--- src/sv/rme_pkg.sv ---
// ----------------------------------------------------------------------------
// rme_pkg: shared types and constants of the register machine execute unit
// Opcode codes, field widths and the decoded instruction record that the
// front part hands to the back part through its queue.
// ----------------------------------------------------------------------------
package rme_pkg;

  localparam int KIND_W    = 4;
  localparam int REG_IDX_W = 3;
  localparam int WORD_W    = 32;
  localparam int TGT_W     = 16;
  localparam int LEN_W     = 2;

  typedef enum logic [KIND_W-1:0] {
    OP_HLT  = 4'd0,
    OP_MOVL = 4'd1,
    OP_OUT  = 4'd2,
    OP_ADD  = 4'd3,
    OP_MUL  = 4'd4,
    OP_CMP  = 4'd5,
    OP_JIGT = 4'd6,
    OP_JILT = 4'd7,
    OP_JIET = 4'd8
  } op_t;

  // Instruction lengths in program words.
  localparam logic [LEN_W-1:0] LEN_ONE   = 2'd1;
  localparam logic [LEN_W-1:0] LEN_TWO   = 2'd2;
  localparam logic [LEN_W-1:0] LEN_THREE = 2'd3;

  typedef struct packed {
    op_t                  op;
    logic [LEN_W-1:0]     len;
    logic [REG_IDX_W-1:0] dest;
    logic [REG_IDX_W-1:0] src;
    logic [WORD_W-1:0]    literal;
    logic [TGT_W-1:0]     target;
  } instr_t;

endpackage

--- src/sv/rme_front.sv ---
// ----------------------------------------------------------------------------
// rme_front: instruction intake and classification
// Takes input beats, works out each instruction's length and keeps the
// decoded records in a two-entry queue for the back part.
// ----------------------------------------------------------------------------
module rme_front (
  input  logic                            clk,
  input  logic                            rst_n,
  input  logic                            in_valid,
  output logic                            in_ready,
  input  logic [rme_pkg::KIND_W-1:0]      in_kind,
  input  logic [rme_pkg::REG_IDX_W-1:0]   in_dest_reg,
  input  logic [rme_pkg::REG_IDX_W-1:0]   in_src_reg,
  input  logic signed [rme_pkg::WORD_W-1:0] in_literal,
  input  logic [rme_pkg::TGT_W-1:0]       in_jump_target,
  output logic                            q_valid,
  input  logic                            q_ready,
  output rme_pkg::instr_t                 q_instr
);
  import rme_pkg::*;

  instr_t      dec;
  instr_t      slot_r [2];
  logic        wp_r, rp_r;
  logic [1:0]  cnt_r;
  logic        push, pop;

  always_comb begin
    dec.op      = op_t'(in_kind);
    dec.dest    = in_dest_reg;
    dec.src     = in_src_reg;
    dec.literal = in_literal;
    dec.target  = in_jump_target;
    unique case (dec.op)
      OP_MOVL, OP_ADD, OP_MUL, OP_CMP: dec.len = LEN_THREE;
      OP_OUT, OP_JIGT, OP_JILT, OP_JIET: dec.len = LEN_TWO;
      default: dec.len = LEN_ONE;
    endcase
  end

  assign in_ready = (cnt_r != 2'd2);
  assign push     = in_valid && in_ready;
  assign q_valid  = (cnt_r != 2'd0);
  assign pop      = q_valid && q_ready;
  assign q_instr  = slot_r[rp_r];

  always_ff @(posedge clk) begin
    if (push) begin
      slot_r[wp_r] <= dec;
    end
  end

  always_ff @(posedge clk) begin
    if (!rst_n) begin
      wp_r  <= 1'b0;
      rp_r  <= 1'b0;
      cnt_r <= 2'd0;
    end else begin
      if (push) begin
        wp_r <= ~wp_r;
      end
      if (pop) begin
        rp_r <= ~rp_r;
      end
      cnt_r <= cnt_r + 2'(push) - 2'(pop);
    end
  end

`ifndef SYNTHESIS
  a_cnt_bound: assert property (@(posedge clk) disable iff (!rst_n)
    cnt_r != 2'd3)
    else $error("queue count out of range");
  a_cnt_track: assert property (@(posedge clk) disable iff (!rst_n)
    (push && !pop) |=> (cnt_r == $past(cnt_r) + 2'd1))
    else $error("queue count missed a push");
`endif

endmodule

--- src/sv/rme_back.sv ---
// ----------------------------------------------------------------------------
// rme_back: operand read, execution and result register
// Reads the register file one stage ahead with forwarding, then executes,
// updates the machine state and loads the output register.
// ----------------------------------------------------------------------------
module rme_back #(
  parameter int NUM_REGS  = 8,
  parameter int ADDR_BITS = 16
) (
  input  logic                              clk,
  input  logic                              rst_n,
  input  logic                              q_valid,
  output logic                              q_ready,
  input  rme_pkg::instr_t                   q_instr,
  output logic                              out_valid,
  input  logic                              out_ready,
  output logic [rme_pkg::TGT_W-1:0]         out_next_pc,
  output logic                              out_out_valid,
  output logic signed [rme_pkg::WORD_W-1:0] out_out_value,
  output logic                              out_halted
);
  import rme_pkg::*;

  localparam int IDX_W = (NUM_REGS > 1) ? $clog2(NUM_REGS) : 1;

  logic [WORD_W-1:0]    rf_mem [NUM_REGS];
  logic [NUM_REGS-1:0]  rf_vld_r;

  // Operand stage
  logic                 s1_v_r;
  instr_t               s1_r;
  logic [WORD_W-1:0]    a_mem_r, b_mem_r;
  logic                 a_fwd_r, b_fwd_r, a_zero_r, b_zero_r;

  // Machine state
  logic [WORD_W-1:0]    diff_r;
  logic [ADDR_BITS-1:0] pc_r;
  logic                 halt_r;
  logic [WORD_W-1:0]    wb_data_r;

  // Output register
  logic                 out_v_r;
  logic [TGT_W-1:0]     out_pc_r;
  logic                 out_ov_r;
  logic [WORD_W-1:0]    out_val_r;
  logic                 out_h_r;

  logic                 s1_adv, load;
  logic [REG_IDX_W:0]   qa_ext, qb_ext, wa_ext;
  logic [IDX_W-1:0]     qa_idx, qb_idx, wr_idx;
  logic                 qa_ok, qb_ok, wr_ok;
  logic [WORD_W-1:0]    opa, opb, sum, prod, dif;
  logic                 wr_en, take, neg;
  logic [WORD_W-1:0]    wr_data;
  logic [ADDR_BITS-1:0] pc_nxt, tgt_ext;

  assign s1_adv  = s1_v_r && (!out_v_r || out_ready);
  assign load    = q_valid && (!s1_v_r || s1_adv);
  assign q_ready = !s1_v_r || s1_adv;

  assign qa_ext = {1'b0, q_instr.dest};
  assign qb_ext = {1'b0, q_instr.src};
  assign wa_ext = {1'b0, s1_r.dest};
  assign qa_idx = qa_ext[IDX_W-1:0];
  assign qb_idx = qb_ext[IDX_W-1:0];
  assign wr_idx = wa_ext[IDX_W-1:0];
  assign qa_ok  = int'(q_instr.dest) < NUM_REGS;
  assign qb_ok  = int'(q_instr.src) < NUM_REGS;
  assign wr_ok  = int'(s1_r.dest) < NUM_REGS;

  // Operands: forwarded write, stored word, or zero for an absent or unwritten register.
  assign opa = a_fwd_r ? wb_data_r : (a_zero_r ? '0 : a_mem_r);
  assign opb = b_fwd_r ? wb_data_r : (b_zero_r ? '0 : b_mem_r);
  assign sum  = opa + opb;
  assign prod = opa * opb;
  assign dif  = opa - opb;
  assign neg  = diff_r[WORD_W-1];
  assign tgt_ext = ADDR_BITS'(s1_r.target);

  always_comb begin
    take    = 1'b0;
    wr_en   = 1'b0;
    wr_data = s1_r.literal;
    unique case (s1_r.op)
      OP_MOVL: begin
        wr_en   = 1'b1;
        wr_data = s1_r.literal;
      end
      OP_ADD: begin
        wr_en   = 1'b1;
        wr_data = sum;
      end
      OP_MUL: begin
        wr_en   = 1'b1;
        wr_data = prod;
      end
      OP_JIGT: take = (diff_r != '0) && !neg;
      OP_JILT: take = neg;
      OP_JIET: take = (diff_r == '0);
      default: take = 1'b0;
    endcase
    wr_en  = wr_en && wr_ok && s1_adv && !halt_r;
    pc_nxt = take ? tgt_ext : pc_r + ADDR_BITS'(s1_r.len);
  end

  always_ff @(posedge clk) begin
    if (wr_en) begin
      rf_mem[wr_idx] <= wr_data;
    end
    if (load) begin
      a_mem_r <= rf_mem[qa_idx];
      b_mem_r <= rf_mem[qb_idx];
    end
  end

  always_ff @(posedge clk) begin
    if (load) begin
      s1_r     <= q_instr;
      a_fwd_r  <= wr_en && qa_ok && (wr_idx == qa_idx);
      b_fwd_r  <= wr_en && qb_ok && (wr_idx == qb_idx);
      a_zero_r <= !qa_ok || !rf_vld_r[qa_idx];
      b_zero_r <= !qb_ok || !rf_vld_r[qb_idx];
    end
    if (wr_en) begin
      wb_data_r <= wr_data;
    end
    if (s1_adv) begin
      out_ov_r  <= !halt_r && (s1_r.op == OP_OUT);
      out_val_r <= (!halt_r && (s1_r.op == OP_OUT)) ? opa : '0;
      out_pc_r  <= halt_r ? TGT_W'(pc_r) : TGT_W'(pc_nxt);
      out_h_r   <= halt_r || (s1_r.op == OP_HLT);
    end
  end

  always_ff @(posedge clk) begin
    if (!rst_n) begin
      rf_vld_r <= '0;
      s1_v_r   <= 1'b0;
      diff_r   <= '0;
      pc_r     <= '0;
      halt_r   <= 1'b0;
      out_v_r  <= 1'b0;
    end else begin
      if (wr_en) begin
        rf_vld_r[wr_idx] <= 1'b1;
      end
      if (load) begin
        s1_v_r <= 1'b1;
      end else if (s1_adv) begin
        s1_v_r <= 1'b0;
      end
      if (s1_adv && !halt_r) begin
        pc_r <= pc_nxt;
        if (s1_r.op == OP_CMP) begin
          diff_r <= dif;
        end
        if (s1_r.op == OP_HLT) begin
          halt_r <= 1'b1;
        end
      end
      if (s1_adv) begin
        out_v_r <= 1'b1;
      end else if (out_ready) begin
        out_v_r <= 1'b0;
      end
    end
  end

  assign out_valid     = out_v_r;
  assign out_next_pc   = out_pc_r;
  assign out_out_valid = out_ov_r;
  assign out_out_value = out_val_r;
  assign out_halted    = out_h_r;

`ifndef SYNTHESIS
  a_halt_sticky: assert property (@(posedge clk) disable iff (!rst_n)
    halt_r |=> halt_r)
    else $error("halt flag cleared without reset");
  a_halt_frozen: assert property (@(posedge clk) disable iff (!rst_n)
    halt_r |=> ($stable(pc_r) && $stable(diff_r) && $stable(rf_vld_r)))
    else $error("machine state changed after halt");
  a_out_not_halted: assert property (@(posedge clk) disable iff (!rst_n)
    (out_v_r && out_ov_r) |-> !out_h_r)
    else $error("output value reported on a halted beat");
`endif

endmodule

--- src/sv/register_machine_execute_unit.sv ---
// ----------------------------------------------------------------------------
// register_machine_execute_unit: execute stage of a small register machine
// Runs one fetched instruction per input beat and returns one result beat
// with the next program counter, an optional output value and halt status.
// ----------------------------------------------------------------------------
// Usage: instructions arrive on the in_ channel (valid/ready); each accepted
// beat yields exactly one beat on the out_ channel, in order. Note that the
// result field out_out_valid is payload, distinct from the out_valid strobe.
// Acceptance writes an instruction into the intake queue; as it leaves the
// queue, its operands are read from the register file (with forwarding from
// the instruction just executed) into the operand stage, and the execute step
// then loads the output register. Throughput is one instruction per cycle
// while out_ready stays high, with the 32x32 multiply done in the execute step.
// A two-entry queue sits between intake and execution, so in_ready depends
// only on its fill level. When the receiver stalls, the output register
// holds its beat, the operand stage then fills and the queue absorbs two
// further beats before in_ready falls. Reset (synchronous, rst_n low) clears
// the compare difference, the program counter and the halt flag; register
// contents are marked unwritten and read as zero. After a halt instruction,
// later beats leave the state untouched.
// ----------------------------------------------------------------------------
module register_machine_execute_unit #(
  parameter int NUM_REGS  = 8,
  parameter int ADDR_BITS = 16
) (
  input  logic                              clk,
  input  logic                              rst_n,
  input  logic                              in_valid,
  output logic                              in_ready,
  input  logic [rme_pkg::KIND_W-1:0]        in_kind,
  input  logic [rme_pkg::REG_IDX_W-1:0]     in_dest_reg,
  input  logic [rme_pkg::REG_IDX_W-1:0]     in_src_reg,
  input  logic signed [rme_pkg::WORD_W-1:0] in_literal,
  input  logic [rme_pkg::TGT_W-1:0]         in_jump_target,
  output logic                              out_valid,
  input  logic                              out_ready,
  output logic [rme_pkg::TGT_W-1:0]         out_next_pc,
  output logic                              out_out_valid,
  output logic signed [rme_pkg::WORD_W-1:0] out_out_value,
  output logic                              out_halted
);
  import rme_pkg::*;

  // Decoded instructions travel from the intake queue to the back part.
  logic   q_valid;
  logic   q_ready;
  instr_t q_instr;

  rme_front u_front (
    .clk           (clk),
    .rst_n         (rst_n),
    .in_valid      (in_valid),
    .in_ready      (in_ready),
    .in_kind       (in_kind),
    .in_dest_reg   (in_dest_reg),
    .in_src_reg    (in_src_reg),
    .in_literal    (in_literal),
    .in_jump_target(in_jump_target),
    .q_valid       (q_valid),
    .q_ready       (q_ready),
    .q_instr       (q_instr)
  );

  // The back part owns all architectural state and the result register.
  rme_back #(
    .NUM_REGS (NUM_REGS),
    .ADDR_BITS(ADDR_BITS)
  ) u_back (
    .clk          (clk),
    .rst_n        (rst_n),
    .q_valid      (q_valid),
    .q_ready      (q_ready),
    .q_instr      (q_instr),
    .out_valid    (out_valid),
    .out_ready    (out_ready),
    .out_next_pc  (out_next_pc),
    .out_out_valid(out_out_valid),
    .out_out_value(out_out_value),
    .out_halted   (out_halted)
  );

endmodule
--- config.mk ---
export PLATFORM = sky130hd
export DESIGN_NAME = register_machine_execute_unit
export DESIGN_NICKNAME = d
export VERILOG_FILES = /design/src/sv/rme_pkg.sv /design/src/sv/rme_front.sv /design/src/sv/rme_back.sv /design/src/sv/register_machine_execute_unit.sv
export SDC_FILE = /design/constraint.sdc
export NUM_CORES = 2
export LEC_CHECK = 0
export BUFFER_PORTS_ARGS = -buffer_cell sky130_fd_sc_hd__buf_2
export CORE_UTILIZATION = 48
export CTS_CLUSTER_SIZE = 25
export DETAILED_ROUTE_END_ITERATION = 10
export GPL_TIMING_DRIVEN = 1
export HOLD_SLACK_MARGIN = 0.06
export PLACE_DENSITY = 0.66
export RECOVER_POWER = 100
export SLEW_MARGIN = 10
export SYNTH_ARGS = -nofsm -noshare
export SYNTH_HDL_FRONTEND = slang
export SYNTH_HIERARCHICAL = 1
export SYNTH_SLANG_ARGS = --single-unit
--- constraint.sdc ---
create_clock -name clk -period 7.45 [get_ports clk]
set_input_delay 0.3725 -clock clk [delete_from_list [all_inputs] [get_ports clk]]
set_output_delay 0.3725 -clock clk [all_outputs]
set_load 0.01 [all_outputs]
==> results.txt <==
----------------------------------------------------
[Logic synthesis]
  Yosys warning total ... 6
  Most instantiated flip-flop cell in the synthesis netlist ... sky130_fd_sc_hd__edfxtp_1
  Cell types with the largest area share after synthesis ... sky130_fd_sc_hd__edfxtp_1, sky130_fd_sc_hd__fa_1, sky130_fd_sc_hd__mux4_2
  Number of flops mapped to enable cells by yosys ... 583
  Number of distinct library cells after synthesis ... 87
  Post-synthesis instance area ... approximately 45000 um2
  Part of the Yosys area used for sequential elements ... 41.9%
  Post-Synthesis Cells ... 3715
  Cell accounting for the most synthesized area ... sky130_fd_sc_hd__edfxtp_1
  Nets in the synthesized netlist ... 4376
  Post-synthesis register bit count ... 647
  Fraction of registers with async set or reset after synthesis ... 0%
  Post-synthesis average cell area ... 12.1 um2
  Fraction of post-synthesis cell area in the top cell type by area ... 39.0%

[Floorplan]
  I/O pin total ... roughly 110
  Floorplan row count ... around 110
  Die outline width ... 308 um
  Die area ... ~95000 um2
  Core region area ... 92100 um2
  Initial standard-cell utilization of the core ... 48.7%
  Overall die height ... 308 um

[Routing]
  Number of remaining DRC errors ... 0
  Count of nets left with antenna violations after detail routing ... 0
  Average via count per standard cell ... 5.75
  Iteration-0 DRC Markers ... 3496
  Detailed-router iteration count before antenna repair ... 6
  Aggregate routed wire length ... roughly 150000 um
  Count of vias placed by the detailed router ... around 32000
  Routed WL per cell ... around 26 um

[Critical path]
  Crit-path slowest cell ... sky130_fd_sc_hd__fa_1
  Largest stage delay, worst path ... between 0.5 and 0.6 ns
  Critical R2R Launch ... u_back/b_zero_r
  Worst Setup SP ... u_back/b_zero_r
  Crit. End Element ... flip-flop
  Crit Path Class ... flip-flop to flip-flop
  Most common cell type on the critical path ... sky130_fd_sc_hd__fa_1
  Critical path buffers and inverters ... 12
  Highest fanout seen on the critical path ... 5
  Required time of the worst setup path ... 7.83 ns
  Critical path data arrival time ... 8.44 ns
  CP startpoint kind ... flip-flop
  Gate family responsible for the most delay along the worst path ... adder cells

[Power]
  PD cells ... 518 nW/um2
  P_leak ... roughly 21 nW
  Maximum resistive drop on vdd ... 0.762 mV
  Total power of the final layout ... 0.0282 W

[Hold path]
  HP Class ... input pin to flip-flop
  Origin of the worst min-delay path ... in_valid

[STA]
  Slew headroom ... -179%
  Measured slew at the worst slew-check pin ... 4.19 ns
  Crit path setup slack, layout ... -0.607 ns
  Top achievable clock speed ... between 100 and 150 MHz
  Clock Skews ... around 0.045 ns
  Number of max-slew violations in the final report ... roughly 860
  Period minus WS final ... 8.06 ns
  Final setup fails ... 150
  Final worst path period share ... 108%
  Unrepaired setup endpoints after global routing ... true
  Hold Fails Final Rpt ... 0

[Status]
  Status ... complete, but fails checks
  Failing checks ... max-capacitance violations, max-slew violations, negative setup slack

[Place]
  Placed cell area ... roughly 50000 um2
  Count of buffers inserted at the top-level ports ... 113
  Pre-CTS WS ... -0.802 ns
  Sum of net half-perimeters after detailed placement ... 111000 um
  RD Place Congestion ... about 1.0

[Clock tree]
  Clock root buffer ... sky130_fd_sc_hd__clkbuf_16
  Depth of the CTS H-tree ... 3
  CTS max path bufs ... 3
  Clock transition at the registers of the reported paths ... 0.06 ns
  Clk_lat worst skew ... 0.67 ns
  # clock sinks ... 647
  CTS tree ... built
  CTS buffer count ... 70

[Global routing]
  Number of antenna violations at the first check in global routing ... 1
  Global route overflow ... 0
  Total track usage ... 31.6%
  Global-route wire length before repair ... between 200000 and 250000 um
  Via count of the first global-routing pass ... 32693
  Pin count of the biggest net entering global routing ... 61

[Final layout]
  Fill cell total of the finished layout ... 7398
  Commonest cells after routing, fill and taps aside ... sky130_fd_sc_hd__edfxtp_1, sky130_fd_sc_hd__nor2_1, sky130_fd_sc_hd__inv_1
  Area grow syn2layout ... 21.2%
  Final non-filler cell area ... 54400 um2
  Leading cell type in the layout, fill and taps excluded ... sky130_fd_sc_hd__edfxtp_1
  Share of cells above drive strength 1 ... 24.3%
  Nets ... 4934
  Number of inserted diodes ... 0

[Run]
  Max-Cap Viols ... 24

----------------------------------------------------
[cell families after synthesis]
kind of cell / count (synthesis) / synth area share (%)
adders and majority gates: 599 / 23.6
xor gates and xnor gates: 130 / 2.72
DFF: 647 / 41.9
buffers and inverters: 661 / 5.74
and+or+nand+nor: 950 / 9.01
muxes: 284 / 10.4
AOI/OAI and AO/OA: 444 / 6.70
[area by class of cell]
| class | instances | area, um2 | share of cell area (%) |
|---|---|---|---|
| Inverter | 478 | 1820 | 3.35 |
| Clock inverter | 40 | 413 | 0.759 |
| Tap cell | 1243 | 1560 | 2.86 |
| Clock buffer | 85 | 1840 | 3.38 |
| Sequential cell | 647 | 18800 | 34.5 |
| Timing Repair Buffer | 663 | 5290 | 9.72 |
| Multi-Input combinational cell | 2413 | 24700 | 45.4 |
[timing repair]
item                                   CTS  global route
endpoints found under the hold margin  117             0
setup endpoints to repair              186           189
pin swaps                              105            29
resized for setup                      226            46
cloned                                  12             0
buffers inserted                        35             9
hold buffers                            59             0
[per-layer routing]
metal	global-route usage [%]	vias up	share of wire, %	routed length (um)
met1	41.8	16127	39	57700
met2	50.3	1631	46	67400
met3	4.91	402	8.3	12200
met5	0	-	0	0
li1	-	13885	-	-
met4	17.2	0	6.5	9470
[flip-flops by register name, summed over array words and instances (netlist names), 3 cells and up, named ones only]
name                  cells
u_back/s1_r              38
u_back/a_mem_r           32
u_back/pc_r              16
u_back/out_out_value     32
u_back/rf_vld_r           8
u_back/rf_mem           256
u_back/diff_r            32
u_back/out_next_pc       16
u_back/wb_data_r         32
u_back/tgt_ext           16
u_back/b_mem_r           32
u_front/slot_r          120
u_back/wr_idx             3
[path summary, 6_finish.rpt]
check	to	slack (ns)	cells past startpoint
setup / recovery	u_back/wb_data_r[28]	-0.61	32
hold / removal	u_front/wp_r	0.11	3
setup reg to reg	u_back/wb_data_r[28]	-0.61	32
hold reg to reg	u_back/diff_r[7]	0.45	2
[worst min-delay path, cell delays in order]
cell and delay [ns]:
sky130_fd_sc_hd__buf_2 0.14, sky130_fd_sc_hd__nand3b_1 0.11, sky130_fd_sc_hd__a21boi_0 0.08
[cells in the mapped netlist, types with 31 or more instances]
master	instances
sky130_fd_sc_hd__a21oi_1	97
sky130_fd_sc_hd__a22oi_1	52
sky130_fd_sc_hd__clkbuf_1	130
sky130_fd_sc_hd__dfxtp_1	64
sky130_fd_sc_hd__edfxtp_1	583
sky130_fd_sc_hd__fa_1	411
sky130_fd_sc_hd__ha_1	188
sky130_fd_sc_hd__inv_1	446
sky130_fd_sc_hd__mux2_2	122
sky130_fd_sc_hd__mux4_2	132
sky130_fd_sc_hd__nand2_1	266
sky130_fd_sc_hd__nor2_1	497
sky130_fd_sc_hd__o21ai_0	91
sky130_fd_sc_hd__xnor2_1	93
sky130_fd_sc_hd__xor2_1	31
[through the flow]
| stage | utilization [%] | hold WS [ns] | cells | setup TNS [ns] |
|---|---|---|---|---|
| after floorplan | - | 0.432 | 3715 | 0 |
| after global placement | 54.7 | 0.443 | 5331 | -74.92 |
| after detailed placement | 54.7 | 0.451 | 5331 | -86.31 |
| after CTS | 59.2 | 0.0702 | 5560 | -51.50 |
| after global routing | 59.1 | 0.109 | 5569 | -101.05 |
| final | 59.1 | 0.108 | 5569 | -67.71 |
[power by group]
| group | switching (W) | internal, W | leakage [nW] |
|---|---|---|---|
| registers | 0.000378 | 0.00523 | 5.90 |
| logic | 0.0109 | 0.00816 | 14.5 |
| clock network | 0.00146 | 0.00198 | 1.10 |
Power figures use the tool's default switching activity.
